$ cat config.mk
export PLATFORM = sky130hd
export DESIGN_NAME = subset_cover_table
export DESIGN_NICKNAME = d
export VERILOG_FILES = /design/src/rtl/core/sct_pkg.sv /design/src/rtl/core/sct_cell.sv /design/src/rtl/core/sct_head.sv /design/src/rtl/core/subset_cover_table.sv
export SDC_FILE = /design/constraint.sdc
export NUM_CORES = 2
export LEC_CHECK = 0
export BUFFER_PORTS_ARGS = -buffer_cell sky130_fd_sc_hd__buf_2
export CAP_MARGIN = 20
export CORE_UTILIZATION = 55
export DETAILED_ROUTE_END_ITERATION = 10
export PLACE_DENSITY_LB_ADDON = 0.05
export SETUP_SLACK_MARGIN = 0.2
export SKIP_CTS_REPAIR_TIMING = 1
export SLEW_MARGIN = 0
export SYNTH_ARGS = -nofsm -noshare
export SYNTH_HDL_FRONTEND = slang
export SYNTH_HIERARCHICAL = 1
export SYNTH_SLANG_ARGS = --single-unit
$ cat constraint.sdc
create_clock -name aclk -period 47.2 [get_ports aclk]
set_input_delay 9.44 -clock aclk [delete_from_list [all_inputs] [get_ports aclk]]
set_output_delay 9.44 -clock aclk [all_outputs]
set_load 0.01 [all_outputs]
$ cat src/rtl/core/sct_pkg.sv
`default_nettype none

package sct_pkg;

    localparam int MASK_W       = 32;
    localparam int ELEMENTS_DEF = 32;
    localparam int DEPTH_DEF    = 64;
    localparam int OUT_W        = 24;

    typedef enum logic [2:0] {
        ACT_INSERT   = 3'd0,
        ACT_MEMBER   = 3'd1,
        ACT_ANY_SUP  = 3'd2,
        ACT_ANY_SUB  = 3'd3,
        ACT_DROP_SUB = 3'd4,
        ACT_DROP_SUP = 3'd5,
        ACT_CLEAR    = 3'd6
    } action_t;

    typedef enum logic [1:0] {
        STAT_OK   = 2'd0,
        STAT_DUP  = 2'd1,
        STAT_FULL = 2'd2
    } status_t;

    typedef struct packed {
        logic              valid;
        logic [MASK_W-1:0] mask;
    } entry_t;

    typedef struct packed {
        logic hit;
        logic dup;
        logic free_seen;
    } head_flags_t;

endpackage

`default_nettype wire

$ cat src/rtl/core/sct_cell.sv
`default_nettype none

module sct_cell (
    input  wire logic            aclk,
    input  wire logic            aresetn,
    input  wire logic            shift_en,
    input  wire sct_pkg::entry_t word_in,
    output sct_pkg::entry_t      word_out
);
    import sct_pkg::*;

    logic              valid_reg;
    logic [MASK_W-1:0] mask_reg;

    always_ff @(posedge aclk) begin
        if (!aresetn) begin
            valid_reg <= 1'b0;
        end else if (shift_en) begin
            valid_reg <= word_in.valid;
        end
    end

    // mask is don't-care while its valid bit is clear
    always_ff @(posedge aclk) begin
        if (shift_en) begin
            mask_reg <= word_in.mask;
        end
    end

    assign word_out.valid = valid_reg;
    assign word_out.mask  = mask_reg;

endmodule

`default_nettype wire

$ cat src/rtl/core/sct_head.sv
`default_nettype none

module sct_head #(
    parameter int DEPTH = sct_pkg::DEPTH_DEF
) (
    input  wire logic                         aclk,
    input  wire logic                         aresetn,
    input  wire logic                         clear_acc,
    input  wire logic                         step_en,
    input  wire logic                         phase_fill,
    input  wire sct_pkg::action_t             act,
    input  wire logic [sct_pkg::MASK_W-1:0]   query,
    input  wire sct_pkg::entry_t              entry_in,
    output sct_pkg::entry_t                   entry_out,
    output sct_pkg::head_flags_t              flags,
    output logic [$clog2(DEPTH+1)-1:0]        removed
);
    import sct_pkg::*;

    localparam int CW = $clog2(DEPTH + 1);

    head_flags_t   flags_reg;
    head_flags_t   flags_next;
    logic          claimed_reg;
    logic          claimed_next;
    logic [CW-1:0] removed_reg;
    logic [CW-1:0] removed_next;

    logic is_eq;
    logic is_sub;
    logic is_sup;
    logic drop;

    assign is_eq  = entry_in.mask == query;
    assign is_sub = (entry_in.mask & ~query) == '0;
    assign is_sup = (query & ~entry_in.mask) == '0;

    always_comb begin
        entry_out    = entry_in;
        flags_next   = flags_reg;
        claimed_next = claimed_reg;
        removed_next = removed_reg;
        drop         = 1'b0;
        if (phase_fill) begin
            // take the first free slot of the pass
            if (!entry_in.valid && !claimed_reg) begin
                entry_out.valid = 1'b1;
                entry_out.mask  = query;
                claimed_next    = 1'b1;
            end
        end else begin
            case (act)
                ACT_INSERT: begin
                    if (entry_in.valid && is_eq) flags_next.dup = 1'b1;
                    if (!entry_in.valid) flags_next.free_seen = 1'b1;
                end
                ACT_MEMBER: begin
                    if (entry_in.valid && is_eq) flags_next.hit = 1'b1;
                end
                ACT_ANY_SUP: begin
                    if (entry_in.valid && is_sup) flags_next.hit = 1'b1;
                end
                ACT_ANY_SUB: begin
                    if (entry_in.valid && is_sub) flags_next.hit = 1'b1;
                end
                ACT_DROP_SUB: drop = entry_in.valid && is_sub;
                ACT_DROP_SUP: drop = entry_in.valid && is_sup;
                ACT_CLEAR:    drop = entry_in.valid;
                default: ;
            endcase
            if (drop) begin
                entry_out.valid = 1'b0;
                removed_next    = removed_reg + CW'(1);
            end
        end
    end

    always_ff @(posedge aclk) begin
        if (!aresetn) begin
            flags_reg   <= '0;
            claimed_reg <= 1'b0;
            removed_reg <= '0;
        end else if (clear_acc) begin
            flags_reg   <= '0;
            claimed_reg <= 1'b0;
            removed_reg <= '0;
        end else if (step_en) begin
            flags_reg   <= flags_next;
            claimed_reg <= claimed_next;
            removed_reg <= removed_next;
        end
    end

    assign flags   = flags_reg;
    assign removed = removed_reg;

endmodule

`default_nettype wire

$ cat src/rtl/core/subset_cover_table.sv
// Flow: each accepted word makes one pass round the ring of DEPTH cells, which rotates
//   every stored entry once past the compare head per pass; an insert that stores the
//   query makes a second trip round the ring. s_tready is high only in ST_IDLE, so a new
//   request is not taken until the last one is through; a result word still waiting
//   holds the next result in ST_FINISH.
// Reset: synchronous active-low; clears all valid bits, the entry count and m_tvalid.
`default_nettype none

module subset_cover_table #(
    parameter int ELEMENTS = sct_pkg::ELEMENTS_DEF,
    parameter int DEPTH    = sct_pkg::DEPTH_DEF
) (
    input  wire logic                        aclk,
    input  wire logic                        aresetn,
    input  wire logic                        s_tvalid,
    output logic                             s_tready,
    // [31:0] query_mask
    input  wire logic [sct_pkg::MASK_W-1:0]  s_tdata,
    // [2:0] action
    input  wire logic [2:0]                  s_tuser,
    output logic                             m_tvalid,
    input  wire logic                        m_tready,
    // [0] hit, [7:1] removed_count, [14:8] entry_count, [16:15] status, [23:17] zero
    output logic [sct_pkg::OUT_W-1:0]        m_tdata
);
    import sct_pkg::*;

    localparam int IW = $clog2(DEPTH);
    localparam int CW = $clog2(DEPTH + 1);
    localparam logic [MASK_W-1:0] ELEM_MASK = (ELEMENTS >= MASK_W) ? {MASK_W{1'b1}} :
        MASK_W'((64'd1 << ELEMENTS) - 64'd1);

    typedef enum logic [2:0] {
        ST_IDLE,
        ST_SCAN,
        ST_CHECK,
        ST_FILL,
        ST_FINISH
    } state_t;

    state_t            state_reg;
    logic [IW-1:0]     cnt_reg;
    action_t           act_reg;
    logic [MASK_W-1:0] query_reg;
    logic [CW-1:0]     count_reg;
    logic [CW-1:0]     count_next;
    logic              m_valid_reg;
    logic              out_hit_reg;
    logic              out_hit_next;
    logic [6:0]        out_removed_reg;
    logic [6:0]        out_removed_next;
    logic [6:0]        out_count_reg;
    logic [6:0]        out_count_next;
    status_t           out_status_reg;
    status_t           out_status_next;

    entry_t        ring [DEPTH];
    entry_t        head_out;
    head_flags_t   flags;
    logic [CW-1:0] removed;
    logic          shift_en;
    logic          accept;
    logic          last;
    logic          out_free;

    assign s_tready = state_reg == ST_IDLE;
    assign accept   = s_tvalid && s_tready;
    assign shift_en = (state_reg == ST_SCAN) || (state_reg == ST_FILL);
    assign last     = cnt_reg == IW'(DEPTH - 1);
    assign out_free = !m_valid_reg || m_tready;

    sct_head #(.DEPTH(DEPTH)) u_head (
        .aclk       (aclk),
        .aresetn    (aresetn),
        .clear_acc  (accept),
        .step_en    (shift_en),
        .phase_fill (state_reg == ST_FILL),
        .act        (act_reg),
        .query      (query_reg),
        .entry_in   (ring[DEPTH-1]),
        .entry_out  (head_out),
        .flags      (flags),
        .removed    (removed)
    );

    for (genvar g = 0; g < DEPTH; g++) begin : g_cell
        if (g == 0) begin : g_first
            sct_cell u_cell (
                .aclk     (aclk),
                .aresetn  (aresetn),
                .shift_en (shift_en),
                .word_in  (head_out),
                .word_out (ring[g])
            );
        end else begin : g_rest
            sct_cell u_cell (
                .aclk     (aclk),
                .aresetn  (aresetn),
                .shift_en (shift_en),
                .word_in  (ring[g-1]),
                .word_out (ring[g])
            );
        end
    end

    // result word and entry count once the passes are done
    always_comb begin
        out_hit_next     = 1'b0;
        out_removed_next = '0;
        out_status_next  = STAT_OK;
        count_next       = count_reg;
        case (act_reg)
            ACT_INSERT: begin
                if (flags.dup) begin
                    out_status_next = STAT_DUP;
                end else if (!flags.free_seen) begin
                    out_status_next = STAT_FULL;
                end else begin
                    out_hit_next = 1'b1;
                    count_next   = count_reg + CW'(1);
                end
            end
            ACT_MEMBER, ACT_ANY_SUP, ACT_ANY_SUB: begin
                out_hit_next = flags.hit;
            end
            ACT_DROP_SUB, ACT_DROP_SUP, ACT_CLEAR: begin
                out_removed_next = 7'(removed);
                count_next       = count_reg - removed;
            end
            default: ;
        endcase
        out_count_next = 7'(count_next);
    end

    always_ff @(posedge aclk) begin
        if (!aresetn) begin
            state_reg   <= ST_IDLE;
            cnt_reg     <= '0;
            count_reg   <= '0;
            m_valid_reg <= 1'b0;
        end else begin
            if (m_valid_reg && m_tready && state_reg != ST_FINISH) m_valid_reg <= 1'b0;
            case (state_reg)
                ST_IDLE: begin
                    if (s_tvalid) begin
                        act_reg   <= action_t'(s_tuser);
                        query_reg <= s_tdata & ELEM_MASK;
                        cnt_reg   <= '0;
                        state_reg <= ST_SCAN;
                    end
                end
                ST_SCAN: begin
                    if (last) begin
                        cnt_reg   <= '0;
                        state_reg <= ST_CHECK;
                    end else begin
                        cnt_reg <= cnt_reg + IW'(1);
                    end
                end
                ST_CHECK: begin
                    if (act_reg == ACT_INSERT && !flags.dup && flags.free_seen) begin
                        state_reg <= ST_FILL;
                    end else begin
                        state_reg <= ST_FINISH;
                    end
                end
                ST_FILL: begin
                    if (last) begin
                        cnt_reg   <= '0;
                        state_reg <= ST_FINISH;
                    end else begin
                        cnt_reg <= cnt_reg + IW'(1);
                    end
                end
                ST_FINISH: begin
                    // hold until the result register is free
                    if (out_free) begin
                        out_hit_reg     <= out_hit_next;
                        out_removed_reg <= out_removed_next;
                        out_status_reg  <= out_status_next;
                        out_count_reg   <= out_count_next;
                        count_reg       <= count_next;
                        m_valid_reg     <= 1'b1;
                        state_reg       <= ST_IDLE;
                    end
                end
                default: state_reg <= ST_IDLE;
            endcase
        end
    end

    assign m_tvalid = m_valid_reg;
    assign m_tdata  = {7'd0, out_status_reg, out_count_reg, out_removed_reg, out_hit_reg};

    a_accept_starts_scan: assert property (@(posedge aclk) disable iff (!aresetn)
        accept |=> state_reg == ST_SCAN)
        else $error("accepted word did not start a scan");

    a_count_bound: assert property (@(posedge aclk) disable iff (!aresetn)
        count_reg <= CW'(DEPTH))
        else $error("entry count exceeds depth");

    a_finish_emits: assert property (@(posedge aclk) disable iff (!aresetn)
        (state_reg == ST_FINISH && out_free) |=> m_valid_reg && state_reg == ST_IDLE)
        else $error("finished request produced no result word");

    a_full_means_full: assert property (@(posedge aclk) disable iff (!aresetn)
        (m_valid_reg && out_status_reg == STAT_FULL) |-> count_reg == CW'(DEPTH))
        else $error("table full reported with free slots");

    a_fill_only_insert: assert property (@(posedge aclk) disable iff (!aresetn)
        state_reg == ST_FILL |-> act_reg == ACT_INSERT && !flags.dup && flags.free_seen)
        else $error("fill pass without a valid insert");

endmodule

`default_nettype wire
# [Yosys cells after proc, flatten, opt, wreduce, memory -nomap -nowiden]
# Cells that the tools add are included.
[op_classes] mux=30 n_eq_ne=20 add_sub_neg=4 reduce_logical=36 n_bitwise=8
[op_table] op="$and A32 B32 Y32" n=2
[op_table] op="$logic_not A32 Y1" n=2
[op_table] op="$not A32 Y32" n=2
[op_table] op="$mux W33" n=1
[op_table] op="$eq A32 B32 Y1" n=1
[op_table] op="$mux W32" n=1
[op_table] op="$mux W3" n=5
[op_table] op="$pmux W3 S5" n=1
[op_table] op="$add A7 B1 Y7 const B" n=2
[op_table] op="$mux W7" n=2
[op_table] op="$pmux W7 S2" n=1
[op_table] op="$eq A3 B2 Y1 const B" n=4
[op_table] op="$eq A3 B3 Y1 const B" n=4
[op_table] op="$mux W1" n=12
[op_table] op="$mux W6" n=2
[op_table] op="$pmux W6 S2" n=1
[op_table] op="$reduce_and A3 Y1" n=4
[op_table] op="$reduce_and A4 Y1" n=3
[op_table] op="$logic_and A1 B1 Y1" n=9
[op_table] op="$ne A2 B2 Y1 const B" n=4
[op_table] op="$sub A7 B7 Y7" n=1
[op_table] op="$add A6 B1 Y6 const B" n=1
[op_table] op="$eq A3 B1 Y1 const B" n=2
[op_table] op="$eq A6 B6 Y1 const B" n=1
[op_table] op="15 further kinds" n=30
[totals] out_inout_bits=26 elab_cells=242 regBits=2192 input_bits=39

# [Longest topological paths before layout]
[logic_depth] depth_word=8 depth_mapped=10 ltp_nobuf=10

# [Cells and area by module]
# The synthesis kept the hierarchy.
[by_module_without_submodules] mod="sct_cell" instances=64 seq_area_each_um2=980.9 area_each_um2=1004.7 cells_each=36
[by_module_without_submodules] mod="subset_cover_table" instances=1 seq_area_each_um2=1901.8 area_each_um2=3069.2 cells_each=256
[by_module_without_submodules] mod="sct_head" instances=1 seq_area_each_um2=220.2 area_each_um2=2153.3 cells_each=301

# [Worst setup path after synthesis]
# No wires, ideal clock.
[synth_path] path_kind="register to register" startpoint="register state_reg[0]" endpoint="register cnt_reg[1]" setup_ns=0.176 synth_period_minus_slack_ns=46.109 required_ns=47.024 n_path_buf=2 setup_slack_ns=1.091 path_stages_with_launch=7 t_arrival_ns=45.933 path_cell_list="dfxtp_1 -> clkbuf_1 -> nand2b_1 -> clkbuf_1 -> inv_1 -> a22oi_1 -> nor2b_1"
[synth_between] elab_chain_cells=4 elab_cells_between_ends=8 classes_between="eq/ne (3); mux (1); reduce/logical (4)"
[synth_rtl] item="start, declared" line="subset_cover_table.sv:41" source="state_t state_reg;"
[synth_rtl] item="start signal, assigned" line="subset_cover_table.sv:137" source="state_reg <= ST_IDLE;"
[synth_rtl] item="start signal, assigned" line="subset_cover_table.sv:149" source="state_reg <= ST_SCAN;"
[synth_rtl] item="start signal, assigned" line="subset_cover_table.sv:155" source="state_reg <= ST_CHECK;"
[synth_rtl] item="$eq A3 B1 Y1 / $eq A3 B2 Y1 (equally long branches)" line="subset_cover_table.sv:143" source="case (state_reg)"
[synth_rtl] item="$reduce_or A2 Y1 (no source line)"
[synth_rtl] item="$reduce_bool A2 Y1 (no source line)"
[synth_rtl] item="$reduce_and A2 Y1 (no source line)"
[synth_rtl] item="end signal, assigned" line="subset_cover_table.sv:157" source="cnt_reg <= cnt_reg + IW'(1);"
[synth_rtl] item="end signal, assigned" line="subset_cover_table.sv:172" source="cnt_reg <= cnt_reg + IW'(1);"
[synth_rtl] item="end, declared" line="subset_cover_table.sv:42" source="logic [IW-1:0] cnt_reg;"
# Parallel ways exist; a longest one is shown, timed or not.
# A chain may end at the register's enable or synchronous reset.

# [Final worst setup path]
[layout_path] startpoint="register state_reg[0]" endpoint="output port s_tready"
[layout_between] elab_chain_cells=1
[layout_rtl] item="$logic_not A3 Y1" line="subset_cover_table.sv:66" source="assign s_tready = state_reg == ST_IDLE;"
[layout_rtl] item="end, declared" line="subset_cover_table.sv:16" source="output logic s_tready,"
# No other way between the ends.

==> metrics <==
post-synth top area share 0.907; pre-CTS worst setup slack 35.35 ns; total leakage power 24.1 nW; Chip Height 358 um; flip-flop and latch count after synthesis 2,192; highest net fanout along the worst path 10; routability congestion estimate 0.770; Bufs on Longest Clock Path 3; overflow left after global routing 0; number of DRC violations after detailed routing 0; final instance count without filler cells 4,883; number of warning messages in the yosys log 6; gate count of the mapped netlist 2,861; Die X 358 um; area leader, netlist sky130_fd_sc_hd__edfxtp_1; Hold/Removal Path Class register to register; sum of internal, switching and leakage power 3.78 mW; setup repair after global routing missed its margin false; average wire per standard cell 19.1 um; total routing usage reported by global routing 0.149; peak ir drop on the vdd network 29.8 uV; dominant combinational cell family by area after synthesis simple AND/OR/NAND/NOR gates; clock latency at the later pin of the worst-skew pair 0.79 ns; Syn Std Cell Area 69,500 um2; XOR/XNOR Fraction of Synth Area 0.000756; critical path type register to primary output; number of DRC markers in iteration 0 2,677; maximum number of pins on one net before global-route repair 209; slowest cell on the critical path sky130_fd_sc_hd__dfxtp_1; count of TritonRoute iterations in the first routing pass 5; vias per cell 5.17; final setup slack of the worst path 36.21 ns; final net count 3,180; CTS tree yes; final total negative setup slack 0 ns; list of cells traversed by the critical path nor3_1 > buf_2; final standard cell utilization of the core 0.619; row cnt 130; antenna violations before repair 3; post-DP HPWL 45,000 um; slowest cell delay on critical path 0.40 ns; number of antenna-violating nets in the routed design 0; share of layout cells above drive strength 1 0.112; Top Family by Delay on Critical Path flip-flops; antenna cells 0; FFs w/ async S/R, synth 0; Compound-Gate Fraction of Synth Area 0.00912; via count of the first global-routing pass 24,600; global-route wire length before repair 145,000 um; arrival time reported for the critical path endpoint 1.55 ns; multiplexer share of the synthesized area 0.00979; number of ports placed on the die boundary 65; Placed Cells incl. Taps 4,506; relative max-transition margin 0.278; Placed Instance Area 71,500 um2; number of CTS-inserted buffers 204; adder-cell area share of the yosys netlist 0.0136; count of pins over their slew limit 0; share of synthesized area occupied by flip-flops and latches 0.934; endpoints failing setup 0; fmax 91.0 MHz; Power per Cell Area 48.6 nW/um2; Worst setup SP type register; max FFs per register 2,016; placeable core region 126,000 um2; Worst-Margin Slew 1.08 ns; clk_skew 0.0181 ns; CTS Root Buffer Type sky130_fd_sc_hd__clkbuf_16; cell area after layout 77,700 um2; total detailed-routing wirelength 93,500 um; number of distinct library cells after synthesis 61; Die Area 128,000 um2; most frequently used cell type in the post-synthesis netlist sky130_fd_sc_hd__edfxtp_1; synthesis-to-layout area growth 11.8%; count of vias placed by the detailed router 25,200; htree depth 4; Port Buffer Count 57; Initial Utilization 0.554; # Max-Cap Violations 0; run status complete, no violations; area fraction in and, or, nand and nor cells after synthesis 0.0201; required time of the critical path 37.76 ns; Crit. End Element primary output; Clock Sinks 2,192; count of buffering cells on the critical path with inverters included 1; top post-synthesis cells by count sky130_fd_sc_hd__edfxtp_1 (2,100), sky130_fd_sc_hd__dfxtp_1 (92), sky130_fd_sc_hd__inv_1 (80); minimum period implied by the final worst setup slack 10.99 ns; Synth area leaders sky130_fd_sc_hd__edfxtp_1 (91%), sky130_fd_sc_hd__dfxtp_1 (2.6%), sky130_fd_sc_hd__ha_1 (1.3%), sky130_fd_sc_hd__mux2i_1 (0.98%), sky130_fd_sc_hd__buf_4 (0.78%); flip-flop cell with the highest count after synthesis sky130_fd_sc_hd__edfxtp_1; fin crit share 0.233; minimum hold slack 0.408 ns; Final Hold Fails 0; synthesized area divided by synthesized cell count 24.3 um2; clock input transition at the sequential cells of the worst setup and hold paths 0.07 ns; Post-synth EDFFs 2,100
[logic make-up after synthesis]
family	count (synthesis)
AO/OA/AOI/OAI	107
XOR/XNOR	6
adder cells (fa/ha/maj)	75
buffers and inverters	169
flip-flops	2192
multiplexers	68
other	1
AND/OR/NAND/NOR	243
[path summary, 6_finish.rpt]
check	startpoint	endpoint	slack, ns	cells after the start
setup / recovery	state_reg[0]$_SDFFE_PN0P_	s_tready	36.21	2
hold / removal	g_cell[31].g_rest.u_cell/mask_reg[4]$_DFFE_PP_	g_cell[32].g_rest.u_cell/mask_reg[4]$_DFFE_PP_	0.41	0
setup reg to reg	state_reg[0]$_SDFFE_PN0P_	g_cell[26].g_rest.u_cell/mask_reg[19]$_DFFE_PP_	39.39	11
hold reg to reg	g_cell[31].g_rest.u_cell/mask_reg[4]$_DFFE_PP_	g_cell[32].g_rest.u_cell/mask_reg[4]$_DFFE_PP_	0.41	0
[cell type report]
cell class,instances,area [um2]
fill,8527,47900
clock inverter,105,654
timing repair buffer,83,623
inverter,80,308
sequential,2192,64900
tap,1650,2060
clock buffer,267,5390
multi-input combinational,506,3750
[report_power, final]
group	internal [mW]	leakage [nW]	switching (mW)	total [mW]
registers	2.22	18.9	0.0230	2.24
logic	0.00862	2.28	0.0492	0.0578
clock network	0.815	2.94	0.666	1.48
total	3.04	24.1	0.739	3.78
[per-layer routing]
metal,GRT usage,vias to the layer above,part of all wire
met4,0.0554,0,0.024
met5,0,-,0
met2,0.188,551,0.41
met3,0.0353,185,0.050
met1,0.250,12900,0.52
li1,-,11600,-
[cell usage in the layout, fill, tap and decap left out, types with 11 or more instances in the layout]
master and count:
sky130_fd_sc_hd__edfxtp_1 2100, sky130_fd_sc_hd__clkbuf_16 206, sky130_fd_sc_hd__dfxtp_1 92, sky130_fd_sc_hd__inv_1 79
sky130_fd_sc_hd__nor2b_1 74, sky130_fd_sc_hd__ha_1 73, sky130_fd_sc_hd__mux2i_1 68, sky130_fd_sc_hd__clkbuf_1 60
sky130_fd_sc_hd__buf_2 57, sky130_fd_sc_hd__clkinv_1 53, sky130_fd_sc_hd__o21ai_0 51, sky130_fd_sc_hd__nand2_1 48
sky130_fd_sc_hd__clkinv_2 30, sky130_fd_sc_hd__nor2_1 29, sky130_fd_sc_hd__a21oi_1 20, sky130_fd_sc_hd__buf_4 17
sky130_fd_sc_hd__nor3_1 16, sky130_fd_sc_hd__nand3_1 11, sky130_fd_sc_hd__nor4_1 11
(Power assumes the default switching activity.)
